==> config.mk <==
export PLATFORM = sky130hd
export DESIGN_NAME = sobel_queue
export DESIGN_NICKNAME = d
export VERILOG_FILES = /design/src/rtl/sobel_pkg.sv /design/src/rtl/sobel_queue.sv
export SDC_FILE = /design/constraint.sdc
export NUM_CORES = 1
export LEC_CHECK = 0
export BUFFER_PORTS_ARGS = -buffer_cell sky130_fd_sc_hd__buf_2
export CORE_MARGIN = 1
export CORE_UTILIZATION = 40
export CTS_BUF_LIST = sky130_fd_sc_hd__clkbuf_16
export DETAILED_ROUTE_END_ITERATION = 10
export PLACE_DENSITY = 0.58
export SLEW_MARGIN = 20
export SYNTH_ARGS = -nofsm -noshare
export SYNTH_HDL_FRONTEND = slang
export SYNTH_SLANG_ARGS = --single-unit
==> constraint.sdc <==
create_clock -name clk_i -period 6.4 [get_ports clk_i]
set_input_delay 1.6 -clock clk_i [delete_from_list [all_inputs] [get_ports clk_i]]
set_output_delay 1.6 -clock clk_i [all_outputs]
set_load 0.05 [all_outputs]
==> src/rtl/sobel_pkg.sv <==
`timescale 1ns / 1ps
// ----------------------------------------------------------------------------
// Sobel edge stream package
// Shared constants, payload types and codes for the Sobel edge magnitude
// stream and its submodules.
// ----------------------------------------------------------------------------
package sobel_pkg;

  localparam int unsigned MaxWidth     = 1024;
  localparam int unsigned HeightLimit  = 1024;
  localparam int unsigned MinDim       = 3;
  localparam int unsigned DimReset     = 400;

  localparam int unsigned PixW         = 8;
  localparam int unsigned ColW         = $clog2(MaxWidth);
  localparam int unsigned RowW         = $clog2(HeightLimit);
  localparam int unsigned OutColW      = 10;
  localparam int unsigned OutRowW      = 10;
  localparam int unsigned GradW        = PixW + 3;
  localparam int unsigned SqW          = 2 * GradW - 1;
  localparam int unsigned MagW         = 11;

  localparam int unsigned CfgIdxW      = 2;
  localparam int unsigned CfgDataW     = 11;

  localparam int unsigned LumaW        = PixW + 4;
  localparam int unsigned GrayMul      = 3277;
  localparam int unsigned GrayShift    = 15;
  localparam int unsigned GrayProdW    = 2 * LumaW;

  localparam int unsigned QDepth       = 4;
  localparam int unsigned QIdxW        = $clog2(QDepth);
  localparam int unsigned QCntW        = $clog2(QDepth + 1);

  typedef enum logic [CfgIdxW-1:0] {
    RegImageWidth  = 2'd0,
    RegImageHeight = 2'd1
  } cfg_reg_e;

  typedef enum logic [2:0] {
    BkIdle = 3'b001,
    BkRoot = 3'b010,
    BkOut  = 3'b100
  } back_state_e;

  typedef struct packed {
    logic [PixW-1:0] red;
    logic [PixW-1:0] green;
    logic [PixW-1:0] blue;
  } pixel_t;

  typedef struct packed {
    logic [OutRowW-1:0] center_row;
    logic [OutColW-1:0] center_column;
    logic [MagW-1:0]    gradient_magnitude;
    logic               frame_done;
  } result_t;

  typedef struct packed {
    logic [OutRowW-1:0]      row;
    logic [OutColW-1:0]      col;
    logic signed [GradW-1:0] gx;
    logic signed [GradW-1:0] gy;
    logic                    done;
  } grad_t;

  function automatic logic [31:0] sat_dim(logic [CfgDataW-1:0] v, int unsigned hi);
    logic [31:0] v32;
    v32 = 32'(v);
    if (v32 < 32'(MinDim)) begin
      return 32'(MinDim);
    end else if (v32 > 32'(hi)) begin
      return 32'(hi);
    end
    return v32;
  endfunction

endpackage

==> src/rtl/sobel_queue.sv <==
`timescale 1ns / 1ps
// ----------------------------------------------------------------------------
// Sobel gradient queue
// Short FIFO of gradient pairs between the window front and the root back.
// ----------------------------------------------------------------------------
module sobel_queue (
  input  logic                            clk_i,
  input  logic                            rst_ni,
  input  logic                            push_i,
  input  sobel_pkg::grad_t                push_data_i,
  input  logic                            pop_i,
  output logic                            valid_o,
  output sobel_pkg::grad_t                data_o,
  output logic [sobel_pkg::QCntW-1:0]     count_o
);
  import sobel_pkg::*;

  grad_t             mem_q [QDepth];
  logic [QIdxW-1:0]  wptr_q, wptr_d;
  logic [QIdxW-1:0]  rptr_q, rptr_d;
  logic [QCntW-1:0]  count_q, count_d;
  logic              do_pop;

  assign valid_o = (count_q != '0);
  assign data_o  = mem_q[rptr_q];
  assign count_o = count_q;
  assign do_pop  = pop_i & valid_o;

  always_comb begin
    wptr_d  = wptr_q;
    rptr_d  = rptr_q;
    count_d = count_q;
    if (push_i) begin
      wptr_d = wptr_q + QIdxW'(1);
    end
    if (do_pop) begin
      rptr_d = rptr_q + QIdxW'(1);
    end
    if (push_i && !do_pop) begin
      count_d = count_q + QCntW'(1);
    end else if (!push_i && do_pop) begin
      count_d = count_q - QCntW'(1);
    end
  end

  always_ff @(posedge clk_i or negedge rst_ni) begin
    if (!rst_ni) begin
      wptr_q  <= '0;
      rptr_q  <= '0;
      count_q <= '0;
    end else begin
      wptr_q  <= wptr_d;
      rptr_q  <= rptr_d;
      count_q <= count_d;
    end
  end

  always_ff @(posedge clk_i) begin
    if (push_i) begin
      mem_q[wptr_q] <= push_data_i;
    end
  end

endmodule

### After elaboration in Yosys (flattened, before gate mapping)

Memories as Yosys holds them, arrays and structs flattened.
Cells that the tools add are included.

| word-level totals | value |
|---|---|
| register bits | 7 |
| bits in writable memories | 172 |
| input port bits | 47 |
| output and inout port bits | 47 |
| memories | 1 |

| cells by class | value |
|---|---|
| add/subtract/negate cells | 4 |
| mux-type cells | 4 |
| bitwise operators | 1 |
| reduce and logical (&&, ||, !) cells | 6 |

Memory list:

| name | depth | bits a word | rd ports | clocked after Yosys merged registers in | wr ports | RTL line | source |
|---|---|---|---|---|---|---|---|
| mem_q | 4 | 43 | 1 | 0 | 1 | sobel_queue.sv:18 | `grad_t mem_q [QDepth];` |

Operators by type and width:

| cell | count |
|---|---|
| $mux 3 | 2 |
| $add 2x1->2 const B | 2 |
| $add 3x1->3 const B | 1 |
| $reduce_bool 3->1 | 1 |
| $sub 3x1->3 const B | 1 |
| $logic_and 1x1->1 | 2 |
| $logic_not 1->1 | 2 |
| $mux 1 | 2 |
| $reduce_bool 2->1 | 1 |
| $and 1x1->1 | 1 |

### Logic depth before layout (Yosys ltp)

Gate-level depths: netlist (run 1).

| depth | value |
|---|---|
| depth after elaboration | 5 |
| gate-level depth with buffers | 8 |

### Worst setup path before layout (run 1)

No wires, ideal clock.

| path | value |
|---|---|
| path kind | input to register |
| from | input push_i |
| to | memory mem_q[2][0] in the netlist's numbering (enable) |
| setup time | 0.405 ns |
| data arrival time | 2.639 ns |
| path slack | 3.357 ns |
| cell stages on the path | 1 |
| path through | and2_1 |

| between the ends | value |
|---|---|
| word-level cells in the longest chain between the ends | 2 |

Ends and longest elaborated chain:

| item | RTL line | source |
|---|---|---|
| start, declared | sobel_queue.sv:9 | `input logic push_i,` |
| $mux 1 | sobel_queue.sv:59 | `if (push_i) begin` |
| $mux 1 (implied by the code) | sobel_queue.sv:60 | `mem_q[wptr_q] <= push_data_i;` |
| end, declared | sobel_queue.sv:18 |  |

No other way between the ends.

==> results of run 1 <==
==> final timing paths <==
| path | startpoint | endpoint | slack [ns] | cells after the start |
|---|---|---|---|---|
| worst max register to register | count_o[0]$_DFFE_PN0P_ | count_o[2]$_DFFE_PN0P_ | 4.26 | 8 |
| min in group asynchronous | rst_ni | count_o[2]$_DFFE_PN0P_ | 1.00 | 1 |
| max in group asynchronous | rst_ni | rptr_q[0]$_DFFE_PN0P_ | 5.22 | 1 |
| worst min-delay path | count_o[2]$_DFFE_PN0P_ | count_o[2]$_DFFE_PN0P_ | 0.49 | 1 |
| worst min register to register | count_o[2]$_DFFE_PN0P_ | count_o[2]$_DFFE_PN0P_ | 0.49 | 1 |
| worst max-delay path | rptr_q[0]$_DFFE_PN0P_ | data_o[34] | 2.42 | 2 |
==> cell usage in the layout, fill, tap and decap left out, types with 2 or more instances in the layout <==
cell type,netlist,layout
and2_2,0,4
buf_2,5,93
buf_4,0,4
bufinv_16,0,3
clkbuf_16,0,17
clkinv_1,0,4
clkinv_2,0,4
dfrtp_1,7,5
dfrtp_4,0,2
edfxtp_1,172,172
ha_1,5,5
inv_1,3,4
mux4_1,5,5
mux4_2,38,38
nand2_1,2,2
xnor2_1,3,3
xor2_1,3,3
==> through the flow <==
stage	area, um2	power (mW)
2_1_floorplan	6654	2.945
3_3_place_gp	7313	3.235
3_5_place_dp	7316	3.252
4_1_cts	7886	4.265
5_1_grt	7886	4.398
6_report	7886	4.197
==> flip-flops by register name (all words and copies together), names as in the netlist <==
signal   cells
count_o      3
wptr_q       2
mem_q      172
rptr_q       2
==> logic make-up after synthesis <==
kind of cell,Yosys count
flops,179
mux,44
buf+inv,13
simple gates,9
xor+xnor,6
fa+ha+maj,6
compound gates,1
==> critical path: cells and delay by family, from the launching register on <==
kind	cells	cell delay, ns
multiplexers	1	0.67
flip-flops	1	1.03
buffers and inverters	1	0.23
==> power groups by stage <==
stage / logic (mW) / registers (mW) / clock network (mW)
after floorplan: 1.30 / 1.64 / 0
after global placement: 1.47 / 1.76 / 0
after detailed placement: 1.47 / 1.78 / 0
after CTS: 1.47 / 1.76 / 1.03
after global routing: 1.54 / 1.78 / 1.08
final: 1.45 / 1.74 / 1.01
==> routing by layer <==
metal | track usage | vias to the layer above
met2 | 0.2456 | 84
met1 | 0.1820 | 1545
met4 | 0.05477 | 2
met5 | 0 | -
li1 | - | 1308
met3 | 0.05415 | 13
==> layout make-up <==
class,instances,area (um2),share of cell area
clock inverters,14,145.1,0.01840
clock buffers,17,425.4,0.05394
flip-flops and latches,179,5348,0.6781
well taps,216,270.3,0.03427
repair buffers,97,495.5,0.06283
multi-input cells,66,1191,0.1510
inverters,3,11.26,0.001428
==> summary.md, run 1 <==
| Metric | Value |
|---|---|
| Outcome | complete, no violations |
| Synthesized Nets | 311 |
| Via count | 2952 |
| Metal2 WL | 5.809 mm |
| Clock network fraction of total power | 0.240 |
| Main synth FF type | edfxtp_1 |
| CP max-delay cell | dfrtp_4 |
| Port bufs | 93 |
| Flops & latches, synth | 179 |
| Cell Rows | 46 |
| Synth Area in XOR/XNOR | 0.007898 |
| Worst-Skew Late Latency | 0.42 ns |
| Slew @ Worst Pin | 0.9255 ns |
| Mux cell area share after synthesis | 0.1501 |
| Most frequent cells after synthesis | edfxtp_1 (172), mux4_2 (38), dfrtp_1 (7) |
| Final hold vios | 0 |
| Starting Density | 0.4144 |
| H-tree depth | 4 |
| Sink Count | 179 |
| # nets final | 417 |
| Antenna cells | 0 |
| Post-synthesis sequential area ratio | 0.8026 |
| Setup slack at placement | 2.787 ns |
| Most frequent cell after synthesis | edfxtp_1 |
| Initial antenna violation count | 1 |
| Clk slew on worst S/H paths | 0.06 ns |
| Routed WL per cell | 19.71 um |
| DRT Pass-1 Iters | 4 |
| Period utilisation layout | 0.6216 |
| Post-Synth Adder-Cell Area | 0.01241 |
| Via density | 4.986 |
| RSZ-0062 raised after global routing | no |
| Mapped Cells | 258 |
| Filler Cell Count | 1325 |
| CTS max path bufs | 2 |
| Combinational fraction of design power | 0.346 |
| Max Clock Skew | 0.006223 ns |
| VDD IR max | 0.3549 mV |
| CP required | 4.80 ns |
| TNS Setup | 0 ns |
| GRT Total Usage | 0.1495 |
| Yosys top cell by area | edfxtp_1 |
| Die height | 131.0 um |
| Hold Slack | 0.4853 ns |
| Worst setup slack after layout | 2.422 ns |
| Post-Route WL | 11.67 mm |
| Chip width | 131.0 um |
| Crit path kind | reg -> out |
| Synth Area in Compound Gates | 0.0007522 |
| Post_cts resized | 0 |
| Fmax | 251.4 MHz |
| Max Slew Vio Count | 0 |
| DPL Wire Length | 6.797 mm |
| Int Pwr | 2.600 mW |
| Root buffer cell | clkbuf_16 |
| Hold_buf cts | 0 |
| Max-Cap Viols | 0 |
| Vias in the first global route | 3267 |
| Avg Synthesized Cell Area | 25.79 um2 |
| Die ar. | 17150 um2 |
| Global placer's final weighted congestion | 0.6419 |
| Top cells by area, synth | edfxtp_1 (78%), mux4_2 (13%), dfrtp_1 (2.6%), mux4_1 (2.0%), buf_12 (1.2%) |
| CP arrival | 2.38 ns |
| Synth unique cells | 19 |
| Initial DRC Count | 146 |
| Pin count of the biggest net entering global routing | 46 |
| First-pass GRT wire length | 17.75 mm |
| WL met1 | 5.059 mm |
| Number of flops mapped to enable cells by yosys | 172 |
| Net Sw Power | 1.596 mW |
| Synth async-reset ratio | 0.03911 |
| Synth top area share | 0.7762 |
| Critical path capture point type | primary output |
| Antenna viol nets, final | 0 |
| Largest family of logic cells by synthesized area | multiplexers |
| Fin crit period | 3.978 ns |
| Layout cells sized above 1 | 0.4468 |
| Part of the power in registers | 0.415 |
| Core area | 16060 um2 |
| Post-CTS setup buffer count | 0 |
| Crit path max fanout | 45 |
| Share of synthesized cell area in and, or, nand and nor gates | 0.007146 |
| Core Util, Final | 0.4911 |
| Area grow syn2layout | 18.52% |
| Synthesized cell area | 6654 um2 |
| Startpoint types | flip-flop |
| Routed met3 length | 675 um |
| Final Non-Filler Cells | 592 |
| Leakage | 2.733 nW |
| Crit-path cells | mux4_1 -> buf_2 |
| Syn. warnings | 0 |
| Sw Share | 0.3804 |
| # IOs | 94 |
| Max_slew headroom | 0.3830 |
| Post-route DRC | 0 |
| CTS Buf Count | 17 |
| Top sig layer | met5 |
| Cell area power density | 532.1 nW/um2 |
| Setup violators final | 0 |
| Global route overflow | 0 |
| CTS tree | yes |
| Inst Count DP | 561 |
| Slowest stage delay, CP | 1.03 ns |
| Hold WC Path Type | reg -> reg |
No activity file was read; power rests on OpenSTA's default activity.
==> run 2, diff against run 1 <==
Settings changed: ABC_AREA set to 1.
Clock period 6.4 ns to 3.9 ns, I/O delays scaled along.
==> run 2 against run 1 <==
  * Clock power grew 57%
  * Final area grew 7.5%
  * Largest cell class unchanged
  * Routed wire length grew 17%
  * Critical path depth grew 3
==> summary.md, run 2 <==
| Metric | Value |
|---|---|
| Max-Cap Viols | 0 (unchanged) |
| Final hold vios | 0 (unchanged) |
| Hold WC Path Type | in -> async (was reg -> reg) |
| Critical path capture point type | primary output (unchanged) |
| Routed WL per cell | 15.27 um (was 19.71 um) |
| Sink Count | 179 (unchanged) |
| Global placer's final weighted congestion | 0.7063 (was 0.6419) |
| Initial DRC Count | 178 (was 146) |
| Max_slew headroom | 0.4905 (was 0.3830) |
| DPL Wire Length | 8.122 mm (was 6.797 mm) |
| Launching point of the worst reg2reg path | wptr_q[0]$_DFFE_PN0P_ (was count_o[0]$_DFFE_PN0P_) |
| Inst Count DP | 859 (was 561) |
| Area after DPL | 7920 um2 (was 7316 um2) |
| First-pass GRT wire length | 20.76 mm (was 17.75 mm) |
| Post-synthesis sequential area ratio | 0.7273 (was 0.8026) |
| Startpoint types | flip-flop (unchanged) |
| Clk slew on worst S/H paths | 0.06 ns (about the same) |
| Starting Density | 0.4087 (was 0.4144) |
| GRT Total Usage | 0.1527 (was 0.1495) |
| Post_cts resized | 0 (unchanged) |
| Synth async-reset ratio | 0.03911 (unchanged) |
| Max Slew Vio Count | 0 (unchanged) |
| Outcome | complete, no violations (unchanged) |
| # IOs | 94 (unchanged) |
| Via count | 4237 (was 2952) |
| Avg Synthesized Cell Area | 13.21 um2 (was 25.79 um2) |
| Most frequent cells after synthesis | edfxtp_1 (172), nand2_1 (149), inv_1 (97) (was edfxtp_1 (172), mux4_2 (38), dfrtp_1 (7)) |
| Synth top area share | 0.7035 (was 0.7762) |
| Mux cell area share after synthesis | 0 (was 0.1501) |
| Number of flops mapped to enable cells by yosys | 172 (unchanged) |
| TNS Setup | 0 ns (unchanged) |
| Synth unique cells | 19 (unchanged) |
| Filler Cell Count | 1588 (was 1325) |
| Slew @ Worst Pin | 0.7632 ns (was 0.9255 ns) |
| Cell Rows | 49 (was 46) |
| Crit path kind | reg -> out (unchanged) |
| Chip width | 137.5 um (was 131.0 um) |
| Worst-Skew Late Latency | 0.42 ns (about the same) |
| Post-CTS setup buffer count | 0 (unchanged) |
| Vias in the first global route | 4100 (was 3267) |
| GRT met1 Usage | 0.1822 (was 0.1820) |
| Post-Layout Inst Area | 8477 um2 (was 7886 um2) |
| Leakage | 3.499 nW (was 2.733 nW) |
| Mapped Cells | 556 (was 258) |
| GR Util met2 | 0.2557 (was 0.2456) |
| CTS tree | yes (unchanged) |
| Hold Slack | 0.3795 ns (was 0.4853 ns) |
| Share of synthesized cell area in and, or, nand and nor gates | 0.07958 (was 0.007146) |
| Synth Area in Compound Gates | 0.09271 (was 0.0007522) |
| Fmax | 318.5 MHz |
| Global route overflow | 0 (unchanged) |
| Post-Synth Adder-Cell Area | 0.01125 (was 0.01241) |
| Post-route DRC | 0 (unchanged) |
| Synthesized Nets | 609 (was 311) |
| Reg-to-Reg End | mem_q[0][12]$_DFFE_PP_ (was count_o[2]$_DFFE_PN0P_) |
| Largest family of logic cells by synthesized area | compound AO/OA/AOI/OAI gates (was multiplexers) |
| Port bufs | 93 (unchanged) |
| Core area | 17960 um2 (was 16060 um2) |
| Initial antenna violation count | 1 (unchanged) |
| Reg with most FFs | mem_q (unchanged) |
| Area grow syn2layout | 15.46% (was 18.52%) |
| Fin crit period | 3.139 ns |
| Top cells by area, synth | edfxtp_1 (70%), o211ai_1 (8.2%), nand2_1 (7.6%), inv_1 (5.0%), buf_6 (2.9%) (was edfxtp_1 (78%), mux4_2 (13%), dfrtp_1 (2.6%), mux4_1 (2.0%), buf_12 (1.2%)) |
| Crit path max fanout | 31 (was 45) |
| Post-Route WL | 13.64 mm (was 11.67 mm) |
| H-tree depth | 4 (unchanged) |
| Synthesized cell area | 7342 um2 (was 6654 um2) |
| CP arrival | 2.16 ns (was 2.38 ns) |
| Die height | 137.5 um (was 131.0 um) |
| Gr busiest metal | met2 (unchanged) |
| VDD IR max | 0.5393 mV (was 0.3549 mV) |
| CP required | 2.92 ns (was 4.80 ns) |
| Main synth FF type | edfxtp_1 (unchanged) |
| Max Clock Skew | 0.006331 ns (was 0.006223 ns) |
| Period utilisation layout | 0.8050 |
| Final Non-Filler Cells | 893 (was 592) |
| CTS Buf Count | 17 (unchanged) |
| Reg2Reg Setup Slack | 1.99 ns (was 4.26 ns) |
| Setup violators final | 0 (unchanged) |
| CTS max path bufs | 2 (unchanged) |
| DRT Pass-1 Iters | 4 (unchanged) |
| Syn. warnings | 0 (unchanged) |
| Die ar. | 18900 um2 (was 17150 um2) |
| Synth Area in XOR/XNOR | 0.002386 (was 0.007898) |
| Most common library cell in the layout ignoring fill and taps | edfxtp_1 (unchanged) |
| Hold_buf cts | 0 (unchanged) |
| RSZ-0062 raised after global routing | no (unchanged) |
| Layout cells sized above 1 | 0.2160 (was 0.4468) |
| Pin count of the biggest net entering global routing | 173 (was 46) |
| GR Util met3 | 0.03863 (was 0.05415) |
| Antenna viol nets, final | 0 (unchanged) |
| # nets final | 702 (was 417) |
| Most frequent cells in the layout | edfxtp_1 (172), nand2_1 (149), inv_1 (96) (was edfxtp_1 (172), buf_2 (93), mux4_2 (38)) |
| Most frequent cell after synthesis | edfxtp_1 (unchanged) |
| Max reg flops | 172 (unchanged) |
| Reg2reg path depth | 5 (was 8) |
| Yosys top cell by area | edfxtp_1 (unchanged) |
| Cell area power density | 871.5 nW/um2 (was 532.1 nW/um2) |
| Flops & latches, synth | 179 (unchanged) |
| Via density | 4.745 (was 4.986) |
| Root buffer cell | clkbuf_16 (unchanged) |
## run 2: through the flow
stage / util / worst slack (ns) / power (mW)
2_1_floorplan: - / 1.394 / 5.275
6_report: 0.4719 / 0.7607 / 7.387
3_5_place_dp: 0.4409 / 1.167 / 5.896
3_3_place_gp: 0.4409 / 1.181 / 5.833
4_1_cts: 0.4716 / 0.7026 / 7.488
5_1_grt: 0.4718 / 0.6254 / 7.788
## run 2: cell type report
| cell class | instances | area (um2) | area share |
|---|---|---|---|
| diodes | 2 | 5.005 | 0.0005904 |
| clock buffers | 17 | 425.4 | 0.05018 |
| clock inverters | 15 | 126.4 | 0.01491 |
| inverters | 99 | 374.1 | 0.04413 |
| multi-input cells | 249 | 1365 | 0.1610 |
| flip-flops and latches | 179 | 5341 | 0.6301 |
| well taps | 229 | 286.5 | 0.03380 |
| repair buffers | 103 | 553.0 | 0.06524 |
## run 2: worst max-delay path by stage
| stage | start | to | slack [ns] | cells past startpoint |
|---|---|---|---|---|
| detailed placement | rptr_q[1]$_DFFE_PN0P_ | data_o[28] | 1.17 | 5 |
| finish | rptr_q[1]$_DFFE_PN0P_ | data_o[19] | 0.76 | 5 |
| global route | rptr_q[1]$_DFFE_PN0P_ | data_o[28] | 0.63 | 5 |
| global placement | rptr_q[1]$_DFFE_PN0P_ | data_o[20] | 1.18 | 5 |
| floorplan | push_i | mem_q[2][0]$_DFFE_PP_ | 1.39 | 3 |
| CTS | rptr_q[1]$_DFFE_PN0P_ | data_o[28] | 0.70 | 5 |
## run 2: critical path, stage by stage, from the launching register on
cell      delay (ns)
dfrtp_2         0.40
inv_2           0.48
buf_4           0.36
o211ai_1        0.13
nand2_1         0.09
buf_2           0.26
## run 2: power breakdown
part / switching [mW] / internal (mW)
clock: 0.661 / 0.924
combinational: 2.47 / 0.701
sequential: 0.105 / 2.52
total: 3.24 / 4.15
## run 2: cells by family after synthesis
family | count (synthesis)
adder cells (fa/ha/maj) | 6
buffers and inverters | 128
AND/OR/NAND/NOR | 154
AO/OA/AOI/OAI | 87
XOR/XNOR | 2
flip-flops | 179
## run 2: per-layer routing
layer	part of all wire	vias to the layer above
li1	-	2107
met4	0.015	0
met1	0.43	2009
met2	0.50	106
met3	0.053	15
met5	0	-
==> run 3, diff against run 2 <==
Settings changed: ABC_AREA 1 to 0.
Clock period 3.9 ns to 2.9 ns, I/O delays scaled along.
==> run 3 against run 2 <==
  * Power increased by 29%
  * Utilization increased by 3.2 points
  * Combinational power increased by 18%
  * Via count decreased by 30%
  * Worst setup slack got worse by 0.55 ns
  * Register-to-register slack got worse by 1.3 ns
  * Critical path depth decreased by 2
  * Clock skew decreased by 0.0016 ns
  * Worst hold slack got worse by 0.25 ns
  * Global-route usage decreased by 0.40 points
  * Sequential power increased by 35%
  * Sequential cell count unchanged
  * Largest cell class unchanged
  * Largest power group unchanged
==> summary.md, run 3 (synthesized netlist as in run 1, its figures left out) <==
| Metric | Value |
|---|---|
| Core area | 16060 um2 (was 17960 um2) |
| CP Depth | 3 (was 5) |
| CTS max path bufs | 2 (unchanged) |
| Crit path from | rptr_q[0]$_DFFE_PN0P_ (was rptr_q[1]$_DFFE_PN0P_) |
| Worst-Skew Late Latency | 0.41 ns (was 0.42 ns) |
| Launching point of the worst reg2reg path | count_o[0]$_DFFE_PN0P_ (was wptr_q[0]$_DFFE_PN0P_) |
| Hold_buf cts | 0 (unchanged) |
| # IOs | 94 (unchanged) |
| Critical path capture point type | primary output (unchanged) |
| Global route overflow | 0 (unchanged) |
| RSZ-0062 raised after global routing | no (unchanged) |
| Slowest stage delay, CP | 0.58 ns (was 0.48 ns) |
| Routed WL per cell | 19.23 um (was 15.27 um) |
| Worst setup slack after layout | 0.2103 ns (was 0.7607 ns) |
| DRT Pass-1 Iters | 6 (was 4) |
| CTS tree | yes (unchanged) |
| Clk slew on worst S/H paths | 0.06 ns (about the same) |
| Max Slew Vio Count | 0 (unchanged) |
| Port bufs | 93 (unchanged) |
| Outcome | complete, no violations (unchanged) |
| Crit-path cells | buf_4 -> mux4_1 -> buf_2 (was inv_2 -> buf_4 -> o211ai_1 -> nand2_1 -> buf_2) |
| Combinational fraction of design power | 0.392 (was 0.430) |
| H-tree depth | 4 (unchanged) |
| First-pass GRT wire length | 17.65 mm (was 20.76 mm) |
| Via density | 4.849 (was 4.745) |
| CTS Buf Count | 17 (unchanged) |
| Cell Rows | 46 (was 49) |
| Global placer's final weighted congestion | 0.6484 (was 0.7063) |
| CP arrival | 1.96 ns (was 2.16 ns) |
| Crit path max fanout | 9 (was 31) |
| Post_cts resized | 0 (unchanged) |
| Cell area power density | 1177 nW/um2 (was 871.5 nW/um2) |
| Max-Cap Viols | 0 (unchanged) |
| Die height | 131.0 um (was 137.5 um) |
| DPL Wire Length | 7.391 mm (was 8.122 mm) |
| Reg with most FFs | mem_q (unchanged) |
| Initial DRC Count | 153 (was 178) |
| Hold WC Path Type | in -> async (unchanged) |
| Setup crit end | data_o[37] (was data_o[19]) |
| Crit path kind | reg -> out (unchanged) |
| Net Sw Power | 3.575 mW (was 3.239 mW) |
| Final hold vios | 0 (unchanged) |
| Sw Share | 0.3757 (was 0.4385) |
| Sink Count | 179 (unchanged) |
| WP buf/inv | 2 (was 3) |
| Max_slew headroom | 0.6392 (was 0.4905) |
| Pin count of the biggest net entering global routing | 40 (was 173) |
| Most common library cell in the layout ignoring fill and taps | edfxtp_1 (unchanged) |
| Fin crit period | 2.690 ns |
| Max reg flops | 172 (unchanged) |
| Setup violators final | 0 (unchanged) |
| Vias in the first global route | 3170 (was 4100) |
| Layout cells sized above 1 | 0.4629 (was 0.2160) |
| # nets final | 431 (was 702) |
| CP required | 2.17 ns (was 2.92 ns) |
| Post-Route WL | 11.69 mm (was 13.64 mm) |
| Delay-heaviest family, CP | multiplexers (was buffers and inverters) |
| CP max-delay cell | mux4_1 (was inv_2) |
| Startpoint types | flip-flop (unchanged) |
| Reg2reg path depth | 8 (was 5) |
| Int Pwr | 5.940 mW (was 4.148 mW) |
| Area grow syn2layout | 21.51% (was 15.46%) |
| Die ar. | 17150 um2 (was 18900 um2) |
| Fmax | 371.8 MHz |
| Via count | 2948 (was 4237) |
| Post-CTS setup buffer count | 4 (was 0) |
| Period utilisation layout | 0.9275 |
| Slew @ Worst Pin | 0.5412 ns (was 0.7632 ns) |
| Reg-to-Reg End | count_o[2]$_DFFE_PN0P_ (was mem_q[0][12]$_DFFE_PP_) |
| Leakage | 2.843 nW (was 3.499 nW) |
| Reg2Reg Setup Slack | 0.73 ns (was 1.99 ns) |
| Initial antenna violation count | 0 (was 1) |
| Most frequent cells in the layout | edfxtp_1 (172), buf_2 (93), mux4_2 (38) (was edfxtp_1 (172), nand2_1 (149), inv_1 (96)) |
| Post-route DRC | 0 (unchanged) |
| Antenna viol nets, final | 0 (unchanged) |
| GRT Total Usage | 0.1487 (was 0.1527) |
| VDD IR max | 0.5670 mV (was 0.5393 mV) |
| Setup slack at placement | 0.4389 ns (was 1.167 ns) |
| Clock network fraction of total power | 0.234 (was 0.215) |
| Root buffer cell | clkbuf_16 (unchanged) |
| Max Clock Skew | 0.004748 ns (was 0.006331 ns) |
| TNS Setup | 0 ns (unchanged) |
| Chip width | 131.0 um (was 137.5 um) |
| Part of the power in registers | 0.373 (was 0.356) |
| Starting Density | 0.4144 (was 0.4087) |
## run 3: cell types whose count changed in the layout (fill, tap and decap cells not counted), moves of 5 or more
cell      change
buf_12        +6
inv_1        -88
inv_2         -5
mux4_1        +5
mux4_2       +38
nand2_1     -147
o211ai_1     -80
o211ai_2      -6
## run 3: metal layers
metal,share of wire,global-route usage,vias to the layer above
met5,0,0,-
met4,0.015,0.06085,0
met1,0.44,0.1826,1513
li1,-,-,1340
met3,0.057,0.04845,14
met2,0.49,0.2437,81
## run 3: cell type report
type | instances | area, um2
Fill cell | 1284 | 7973
Sequential cell | 179 | 5345
Multi-Input combinational cell | 66 | 1191
Timing Repair Buffer | 111 | 688.2
Clock buffer | 17 | 425.4
Tap cell | 216 | 270.3
Clock inverter | 15 | 151.4
Inverter | 3 | 11.26
Antenna cell | 1 | 2.502
## run 3: worst min-delay path by stage
stage	slack, ns	end	cells past startpoint	from
floorplan	0.43	count_o[0]$_DFFE_PN0P_	0	rst_ni
global placement	0.46	count_o[2]$_DFFE_PN0P_	1	count_o[2]$_DFFE_PN0P_
detailed placement	0.47	count_o[2]$_DFFE_PN0P_	1	count_o[2]$_DFFE_PN0P_
CTS	0.11	count_o[2]$_DFFE_PN0P_	1	rst_ni
global route	0.12	count_o[2]$_DFFE_PN0P_	1	rst_ni
finish	0.13	count_o[2]$_DFFE_PN0P_	1	rst_ni
## run 3: power by group through the flow
| stage | logic [mW] | clock network (mW) | registers, mW |
|---|---|---|---|
| final | 3.73 | 2.23 | 3.55 |
| after global routing | 3.97 | 2.36 | 3.60 |
| after CTS | 3.82 | 2.28 | 3.56 |
| after detailed placement | 3.68 | 0 | 3.66 |
| after global placement | 3.67 | 0 | 3.63 |
| after floorplan | 2.88 | 0 | 3.62 |
## run 3: stage by stage
stage / cell area (um2) / power (mW) / std cells / hold slack, ns / utilization
after global routing: 8083 / 9.934 / 607 / 0.1187 / 0.5034
final: 8085 / 9.516 / 608 / 0.1287 / 0.5035
after global placement: 7451 / 7.302 / 571 / 0.4641 / 0.4640
after CTS: 8083 / 9.663 / 607 / 0.1148 / 0.5034
after floorplan: 6654 / 6.498 / 258 / 0.4294 / -
after detailed placement: 7451 / 7.336 / 571 / 0.4695 / 0.4640
